$ cat config.mk
export PLATFORM = sky130hd
export DESIGN_NAME = lsd_ctrl_flat
export DESIGN_NICKNAME = d
export VERILOG_FILES = /design/src/sv/lsd_pkg.sv /design/src/sv/lsd_ifs.sv /design/src/sv/lsd_ctrl.sv /design/src/flat_wrapper.sv
export VERILOG_INCLUDE_DIRS = /design/src /design/src/sv
export SDC_FILE = /design/constraint.sdc
export NUM_CORES = 1
export LEC_CHECK = 0
export BUFFER_PORTS_ARGS = -buffer_cell sky130_fd_sc_hd__buf_2
export CAP_MARGIN = 20
export CORE_MARGIN = 8
export CORE_UTILIZATION = 29
export CTS_CLUSTER_DIAMETER = 100
export DETAILED_ROUTE_END_ITERATION = 6
export GPL_TIMING_DRIVEN = 0
export PLACE_DENSITY = 0.53
export SLEW_MARGIN = 20
export SYNTH_ARGS = -nofsm -noshare
export SYNTH_HDL_FRONTEND = slang
export SYNTH_SLANG_ARGS = --single-unit
$ cat constraint.sdc
create_clock -name i_clk -period 4 [get_ports i_clk]
set_input_delay 0.8 -clock i_clk [delete_from_list [all_inputs] [get_ports i_clk]]
set_output_delay 0.8 -clock i_clk [all_outputs]
set_load 0.01 [all_outputs]
$ cat src/sv/assert_macros.svh
// assertion macros for the stack rtl
// no dependencies; included by lsd_ctrl, which checks its own logic
`ifndef ASSERT_MACROS_SVH
`define ASSERT_MACROS_SVH

// plain property, checked at every edge outside reset
`define ASSERT_ALWAYS(label, prop, msg) \
    label: assert property (@(posedge i_clk) disable iff (!i_rst_n) (prop)) else $error(msg);

// implication from one edge to the next
`define ASSERT_NEXT(label, ante, cons, msg) \
    label: assert property (@(posedge i_clk) disable iff (!i_rst_n) (ante) |=> (cons)) \
        else $error(msg);

`endif

$ cat src/sv/lsd_pkg.sv
// types and constants of the lifo stack with dump
// no dependencies; used by the interfaces and every module
package lsd_pkg;

    localparam int WORD_W = 32;
    localparam int CMD_W  = 2;
    localparam int STAT_W = 2;

    localparam logic [CMD_W-1:0] CMD_DISPLAY = 2'd0;
    localparam logic [CMD_W-1:0] CMD_PUSH    = 2'd1;
    localparam logic [CMD_W-1:0] CMD_POP     = 2'd2;

    localparam logic [STAT_W-1:0] STAT_OK    = 2'd0;
    localparam logic [STAT_W-1:0] STAT_EMPTY = 2'd1;
    localparam logic [STAT_W-1:0] STAT_FULL  = 2'd2;

    localparam logic signed [WORD_W-1:0] EMPTY_WORD = '1;

    typedef enum logic {
        ST_IDLE,
        ST_DUMP
    } t_state;

    // the operation that every cell of the chain carries out
    typedef enum logic [1:0] {
        SH_HOLD,
        SH_PUSH,
        SH_POP,
        SH_ROT
    } t_shift;

endpackage

$ cat src/sv/lsd_ifs.sv
// valid/ready channels for commands and results
// depends on lsd_pkg
interface lsd_in_if;
    import lsd_pkg::*;
    logic                     valid;
    logic                     ready;
    logic [CMD_W-1:0]         command;
    logic signed [WORD_W-1:0] push_value;

    modport source (output valid, output command, output push_value, input ready);
    modport sink   (input valid, input command, input push_value, output ready);
endinterface

interface lsd_out_if;
    import lsd_pkg::*;
    logic                     valid;
    logic                     ready;
    logic signed [WORD_W-1:0] word;
    logic [STAT_W-1:0]        status;
    logic                     last;

    modport source (output valid, output word, output status, output last, input ready);
    modport sink   (input valid, input word, input status, input last, output ready);
endinterface

$ cat src/sv/lsd_ctrl.sv
// command decode, fill count, dump walk and result register
// depends on lsd_pkg, lsd_ifs and assert_macros.svh
module lsd_ctrl #(
    parameter int DEPTH  = 64,
    parameter int FILL_W = 7
) (
    input  logic                             i_clk,
    input  logic                             i_rst_n,
    lsd_in_if.sink                           i_cmd,
    lsd_out_if.source                        o_res,
    input  logic signed [lsd_pkg::WORD_W-1:0] i_top,
    output lsd_pkg::t_shift                  o_op,
    output logic [FILL_W-1:0]                o_fill
);
    import lsd_pkg::*;
    `include "assert_macros.svh"

    localparam logic [FILL_W-1:0] FILL_MAX = FILL_W'(DEPTH);
    localparam logic [FILL_W-1:0] ONE      = FILL_W'(1);

    t_state r_state, n_state;
    logic [FILL_W-1:0] r_fill, n_fill;
    logic [FILL_W-1:0] r_left, n_left;
    logic                     r_out_valid, n_out_valid;
    logic signed [WORD_W-1:0] r_word, n_word;
    logic [STAT_W-1:0]        r_status, n_status;
    logic                     r_last, n_last;

    logic   slot_free;
    logic   accept;
    t_shift op;

    assign slot_free = !r_out_valid || o_res.ready;
    assign i_cmd.ready = (r_state == ST_IDLE) && slot_free;
    assign accept = i_cmd.valid && i_cmd.ready;

    // next state
    always_comb begin
        n_state = r_state;
        case (r_state)
            ST_IDLE: begin
                if (accept && i_cmd.command == CMD_DISPLAY && r_fill != '0) begin
                    n_state = ST_DUMP;
                end
            end
            ST_DUMP: begin
                if (slot_free && r_left == ONE) begin
                    n_state = ST_IDLE;
                end
            end
            default: n_state = ST_IDLE;
        endcase
    end

    // datapath and outputs
    always_comb begin
        op          = SH_HOLD;
        n_fill      = r_fill;
        n_left      = r_left;
        n_out_valid = r_out_valid && !o_res.ready;
        n_word      = r_word;
        n_status    = r_status;
        n_last      = r_last;
        case (r_state)
            ST_IDLE: begin
                if (accept) begin
                    case (i_cmd.command)
                        CMD_PUSH: begin
                            n_out_valid = 1'b1;
                            n_word      = i_cmd.push_value;
                            n_last      = 1'b1;
                            if (r_fill == FILL_MAX) begin
                                n_status = STAT_FULL;
                            end else begin
                                n_status = STAT_OK;
                                op       = SH_PUSH;
                                n_fill   = r_fill + ONE;
                            end
                        end
                        CMD_POP: begin
                            n_out_valid = 1'b1;
                            n_last      = 1'b1;
                            if (r_fill == '0) begin
                                n_word   = EMPTY_WORD;
                                n_status = STAT_EMPTY;
                            end else begin
                                n_word   = i_top;
                                n_status = STAT_OK;
                                op       = SH_POP;
                                n_fill   = r_fill - ONE;
                            end
                        end
                        CMD_DISPLAY: begin
                            if (r_fill == '0) begin
                                n_out_valid = 1'b1;
                                n_word      = EMPTY_WORD;
                                n_status    = STAT_EMPTY;
                                n_last      = 1'b1;
                            end else begin
                                n_left = r_fill;
                            end
                        end
                        default: op = SH_HOLD;
                    endcase
                end
            end
            ST_DUMP: begin
                // emit the top, then rotate the occupied cells up by one
                if (slot_free) begin
                    n_out_valid = 1'b1;
                    n_word      = i_top;
                    n_status    = STAT_OK;
                    n_last      = (r_left == ONE);
                    op          = SH_ROT;
                    n_left      = r_left - ONE;
                end
            end
            default: op = SH_HOLD;
        endcase
    end

    always_ff @(posedge i_clk) begin
        if (!i_rst_n) begin
            r_state     <= ST_IDLE;
            r_fill      <= '0;
            r_left      <= '0;
            r_out_valid <= 1'b0;
        end else begin
            r_state     <= n_state;
            r_fill      <= n_fill;
            r_left      <= n_left;
            r_out_valid <= n_out_valid;
        end
    end

    always_ff @(posedge i_clk) begin
        r_word   <= n_word;
        r_status <= n_status;
        r_last   <= n_last;
    end

    assign o_res.valid  = r_out_valid;
    assign o_res.word   = r_word;
    assign o_res.status = r_status;
    assign o_res.last   = r_last;
    assign o_op         = op;
    assign o_fill       = r_fill;

    `ASSERT_ALWAYS(a_fill_range, r_fill <= FILL_MAX, "fill count beyond depth")
    `ASSERT_ALWAYS(a_dump_blocks, (r_state == ST_DUMP) |-> !i_cmd.ready, "item taken during dump")
    `ASSERT_ALWAYS(a_dump_left, (r_state == ST_DUMP) |-> (r_left != '0), "dump with nothing left")
    `ASSERT_NEXT(a_push_grows,
        accept && i_cmd.command == CMD_PUSH && r_fill != FILL_MAX,
        r_fill == $past(r_fill) + ONE, "push did not grow the stack")
    `ASSERT_NEXT(a_dump_fill_kept, r_state == ST_DUMP, r_fill == $past(r_fill),
        "fill count moved during dump")

endmodule

$ cat src/flat_wrapper.sv
// flat-port wrapper written by rule: the top's interface ports become plain ports
module lsd_ctrl_flat import lsd_pkg::*;
#(
    parameter int DEPTH  = 64,
    parameter int FILL_W = 7
)
  (i_clk, i_rst_n, i_top, o_op, o_fill, i_cmd_valid, i_cmd_command, i_cmd_push_value, i_cmd_ready, o_res_valid, o_res_word, o_res_status, o_res_last, o_res_ready);
  lsd_in_if i_cmd_i ();
  lsd_out_if o_res_i ();
  input  logic i_clk;
  input  logic i_rst_n;
  input  logic signed [lsd_pkg::WORD_W-1:0] i_top;
  output lsd_pkg::t_shift o_op;
  output logic [FILL_W-1:0] o_fill;
  input wire logic [$bits(i_cmd_i.valid)-1:0] i_cmd_valid;
  input wire logic [$bits(i_cmd_i.command)-1:0] i_cmd_command;
  input wire logic [$bits(i_cmd_i.push_value)-1:0] i_cmd_push_value;
  output wire logic [$bits(i_cmd_i.ready)-1:0] i_cmd_ready;
  output wire logic [$bits(o_res_i.valid)-1:0] o_res_valid;
  output wire logic [$bits(o_res_i.word)-1:0] o_res_word;
  output wire logic [$bits(o_res_i.status)-1:0] o_res_status;
  output wire logic [$bits(o_res_i.last)-1:0] o_res_last;
  input wire logic [$bits(o_res_i.ready)-1:0] o_res_ready;
  assign i_cmd_i.valid = i_cmd_valid;
  assign i_cmd_i.command = i_cmd_command;
  assign i_cmd_i.push_value = i_cmd_push_value;
  assign i_cmd_ready = i_cmd_i.ready;
  assign o_res_valid = o_res_i.valid;
  assign o_res_word = o_res_i.word;
  assign o_res_status = o_res_i.status;
  assign o_res_last = o_res_i.last;
  assign o_res_i.ready = o_res_ready;
  lsd_ctrl #(.DEPTH(DEPTH), .FILL_W(FILL_W)) u_core (.i_clk(i_clk), .i_rst_n(i_rst_n), .i_cmd(i_cmd_i), .o_res(o_res_i), .i_top(i_top), .o_op(o_op), .o_fill(o_fill));
endmodule
==> results by stage <==
Power:
- Summed over all cells, the static leakage comes to about 1.6 nW.
- The internal power of the cells is between 0.9 and 1 mW.
- Of the total power, the share spent switching nets is a little under a third.
- Per report_power, the combinational group accounts for between 30% and 40% of the total.
- The areal power density over the cells is approximately 350 nW/um2.
- The design draws approximately 1.4 mW.
- The net switching power figure is around 0.45 mW.
- Sequential cells burn roughly 47% of the power.
- The clock share of power is 23.1%.
- Across the VDD grid, the largest voltage drop is 0.000150 V.

Placement:
- At the end of routability-driven placement, the weighted congestion stood at 0.763.
- Prior to clock tree synthesis, the placed netlist has a worst setup slack of 0.603 ns.
- The wire-length estimate of the detail-placed layout is between 7000 and 8000 um.
- Summing all placed instances gives a cell area of between 3000 and 4000 um2.
- The cell total after placement is ~570.
- The port buffer count is approximately 120.

CTS:
- The sink count of the clock tree is a little over 50.
- The TritonCTS clock tree is done.
- The post-CTS setup buffer count is 0.
- In this run, post-CTS hold repair placed 0 buffers.
- The H-tree was split into 2 levels.
- The largest buffer count on any clock path is 2.
- Clock tree synthesis inserted a total of 5 buffers.
- Gates resized during post-CTS repair numbered 0.
- Clock tree synthesis selected as its root buffer the cell clkbuf_8.
- The latest clock arrival within the worst-skew pair is approximately 0.31 ns.
- The register clock-pin slew on the reported worst setup and hold paths is 0.10 ns.

STA:
- The worst max-slew margin expressed relative to the limit is 62.9%.
- The max-slew violation count was 0.
- The maximum frequency from static timing analysis is between 0.3 and 0.4 GHz.
- Counting I/O delays and the setup requirement, the final critical path takes between 3 and 4 ns.
- The tightest hold path in the finished design has a slack of around 0.5 ns.
- In the post-route analysis, the smallest setup slack over all paths is 0.858 ns.
- The hold violation total from the final report was 0.
- The actual slew at the worst max-slew pin is 0.557 ns.
- The setup TNS is 0 ns.
- The final worst-path cycle share is 78.6%.
- The largest clock skew in the final design is between 0.01 and 0.015 ns.
- Setup repair after global routing left no endpoint under its margin.
- Setup violations remaining at the end of the flow were counted as 0.

Critical path:
- Traced cell by cell, the critical path runs through buf_2 -> inv_1 -> ha_1 -> buf_2 -> buf_1 -> a31oi_1 -> nor2_1 -> buf_2.
- Data on the critical path is required at its endpoint by between 3 and 4 ns.
- The buffer and inverter count on the worst path is 5.
- The most common cell type on the critical path is buf_2.
- The beginning of the critical path is i_cmd_command[0].
- The worst path arrival time is between 2 and 2.5 ns.
- The startpoint identified for the worst register-to-register timing path is u_core.o_fill[4].
- The maximum net fanout on the critical path is 10.
- The setup slack on the worst flop-to-flop path is between 1 and 1.5 ns.
- The worst setup path is captured at an output port.
- STA classifies the critical path startpoint as an input pin.
- The critical setup path kind is input pin to output port.
- The cell with the biggest individual delay on the critical path is buf_1.
- On the worst path, the slowest cell contributes a delay of 0.46 ns.
- Among cell families on the critical path, the largest total delay comes from buffers and inverters.

Detailed routing:
- The overall routed net length is 9650 um.
- The post-detailed-route count of antenna-violating nets is 0.
- The starting DRC count in detailed routing is between 100 and 150.
- The number of vias per cell is a little under 5.
- The per-cell routed wire length is about 17 um.
- For this run, design rule violations remaining after detail routing come to 0.
- The number of optimization iterations in the first detailed-route pass is 4.
- The routed layout has ~2800 vias.

Logic synthesis:
- The primary flip-flop cell chosen by synthesis mapping is edfxtp_1.
- The synthesized netlist occupies a cell area of ~3100 um2.
- The number of warning messages in the yosys log is 0.
- The distinct cell type count after synthesis is 59.
- Dividing the synthesized area by the synthesized cell count gives 10.1 um2.
- The fraction of synthesis flops using an asynchronous set or reset pin is 0%.
- In the synthesized netlist, the number of instances is 310.
- The number of synthesized flops with an enable pin is 35.
- Synthesis inferred 51 register bits.
- The net count after synthesis is between 300 and 400.
- Sequential elements use between 40 and 50% of the synthesized area.

Die:
- The number of standard-cell rows in the floorplan is 38.
- Measured along the y axis, the die boundary spans approximately 120 um.
- The effective utilization at floorplan is between 20 and 30%.
- The die extent in x is between 100 and 150 um.
- In this run the standard cell core region covers between 10000 and 15000 um2.
- The die covers roughly 14000 um2.
- The count of pins on the block boundary is between 100 and 150.

Final layout:
- After routing the design area is 4020 um2.
- The net count reported at finish is around 510.
- The finished layout holds 574 standard cells, fillers aside.
- From synthesis to final layout, the design area changed by 28.2%.
- 0 antenna diodes ended up in the layout.
- The share of the core filled with cells is between 30% and 40%.
- In the final layout, the share of cells above drive strength 1 is around two fifths.

Flow run:
- The tool flagged a number of max-cap violations equal to 0.

GRT:
- The final global-route overflow total is 0.
- The global-route usage over all layers is between 10% and 20%.
- The number of global-route vias before repair is between 2000 and 3000.
- In the global route stage, met1 resource usage came out at 16.1%.
- The initial antenna violation count came to 0.
- The most utilized layer in the global route result is met2.
- For this run, global-route usage on met2 was measured as roughly 22%.
- Entering global routing, the biggest net connects 22 pins.
- The wire length of the first global-routing pass is approximately 15000 um.
- The met3 layer usage reported by global route is 4.27%.

Status:
- The run finished with clean final reports.

Worst hold path:
- The start point of the worst min-delay path is u_core.r_left[1].
- The worst hold path belongs to the class flip-flop to flip-flop.
## layout make-up
type | count | area [um2]
buffer | 30 | 163
timing repair buffer | 116 | 603
inverter | 10 | 37.5
fill | 1100 | 6680
clock buffer | 5 | 68.8
clock inverter | 3 | 28.8
tap | 140 | 175
multi-input combinational | 219 | 1570
sequential | 51 | 1370
## routing by layer
layer | vias to the layer above | wire length [um]
li1 | 1414 | -
met4 | 0 | 38
met1 | 1337 | 4350
met2 | 92 | 4510
met5 | - | 0
met3 | 5 | 750
## synth_stat cells (all sizes together), types with 3 or more instances
| master | count | share of area (%) |
|---|---|---|
| mux2i | 3 | 0.96 |
| o22ai | 7 | 1.4 |
| xor2 | 3 | 0.84 |
| a31oi | 3 | 0.60 |
| inv | 8 | 0.96 |
| clkbuf | 17 | 2.1 |
| nor4 | 5 | 1.2 |
| o22a | 31 | 9.9 |
| o21ai | 11 | 1.9 |
| o21a | 31 | 7.4 |
| dfxtp | 16 | 10 |
| and2 | 3 | 0.60 |
| xnor2 | 4 | 1.1 |
| buf | 13 | 3.1 |
| nor2b | 4 | 0.80 |
| nand2b | 4 | 0.80 |
| edfxtp | 35 | 34 |
| ha | 8 | 3.2 |
| a21oi | 17 | 3.2 |
| nand2 | 20 | 2.4 |
| nor3 | 5 | 0.80 |
| or3 | 7 | 1.7 |
| nor2 | 20 | 2.4 |
| nand3 | 4 | 0.64 |
## sequential cells by signal (all words and copies together) (netlist names)
name	count
u_core.o_res.status	2
u_core.r_state	1
u_core.o_res.last	1
u_core.r_left	7
u_core.o_res.word	32
u_core.o_fill	7
u_core.o_res.valid	1
## worst paths after layout
| kind | to | cells after the start |
|---|---|---|
| max | o_op[1] | 8 |
| min | u_core.r_left[1] | 2 |
| max reg2reg | u_core.o_res.word[27] | 8 |
| min reg2reg | u_core.r_left[1] | 2 |
## tightest hold or removal path, delay by kind of cell, from the launching register on
kind | cells | cell delay [ns]
AND/OR/NAND/NOR | 1 | 0.06
AO/OA/AOI/OAI | 1 | 0.05
flip-flops | 1 | 0.35
## cells by family (layout without fill, tap and decap cells)
family	after synthesis	in the layout	share of synthesized area (%)
xor gates and xnor gates	7	7	1.96
DFF	51	51	43.8
adders and majority gates	8	8	3.20
muxes	4	4	1.32
AOI/OAI and AO/OA	115	115	28.4
buffers and inverters	40	164	6.39
and+or+nand+nor	85	85	14.9
## power by group through the flow
| stage | registers, mW | logic [mW] | clock network [mW] |
|---|---|---|---|
| after floorplan | 0.698 | 0.238 | 0 |
| after global placement | 0.676 | 0.415 | 0 |
| after detailed placement | 0.673 | 0.431 | 0 |
| after CTS | 0.661 | 0.432 | 0.344 |
| after global routing | 0.666 | 0.471 | 0.367 |
| final | 0.660 | 0.425 | 0.327 |
## cell usage in the layout, fill, tap and decap left out, types with 2 or more instances in the layout
cell type / netlist / final
buf_2: 3 / 118
edfxtp_1: 35 / 35
o21a_1: 31 / 31
o22a_2: 31 / 31
nand2_1: 20 / 20
nor2_1: 20 / 19
clkbuf_1: 16 / 16
dfxtp_1: 16 / 16
a21oi_1: 15 / 15
o21ai_0: 10 / 10
inv_1: 8 / 8
ha_1: 8 / 8
o22ai_1: 7 / 7
buf_6: 5 / 5
or3_1: 5 / 5
nor3_1: 5 / 5
clkbuf_8: 0 / 5
nor2b_1: 4 / 4
nand2b_1: 4 / 4
nor4_1: 4 / 4
xnor2_1: 4 / 4
nand3_1: 4 / 4
buf_1: 3 / 3
xor2_1: 3 / 3
a31oi_1: 3 / 3
mux2i_1: 3 / 3
and2_1: 3 / 3
clkinv_1: 2 / 2
or3_4: 2 / 2
buf_4: 2 / 2
a2111oi_0: 2 / 2
a211oi_1: 2 / 2
nand4b_1: 2 / 2
o211ai_1: 2 / 2
clkinv_4: 0 / 2
Note: power is estimated with default switching activity, not from simulation.
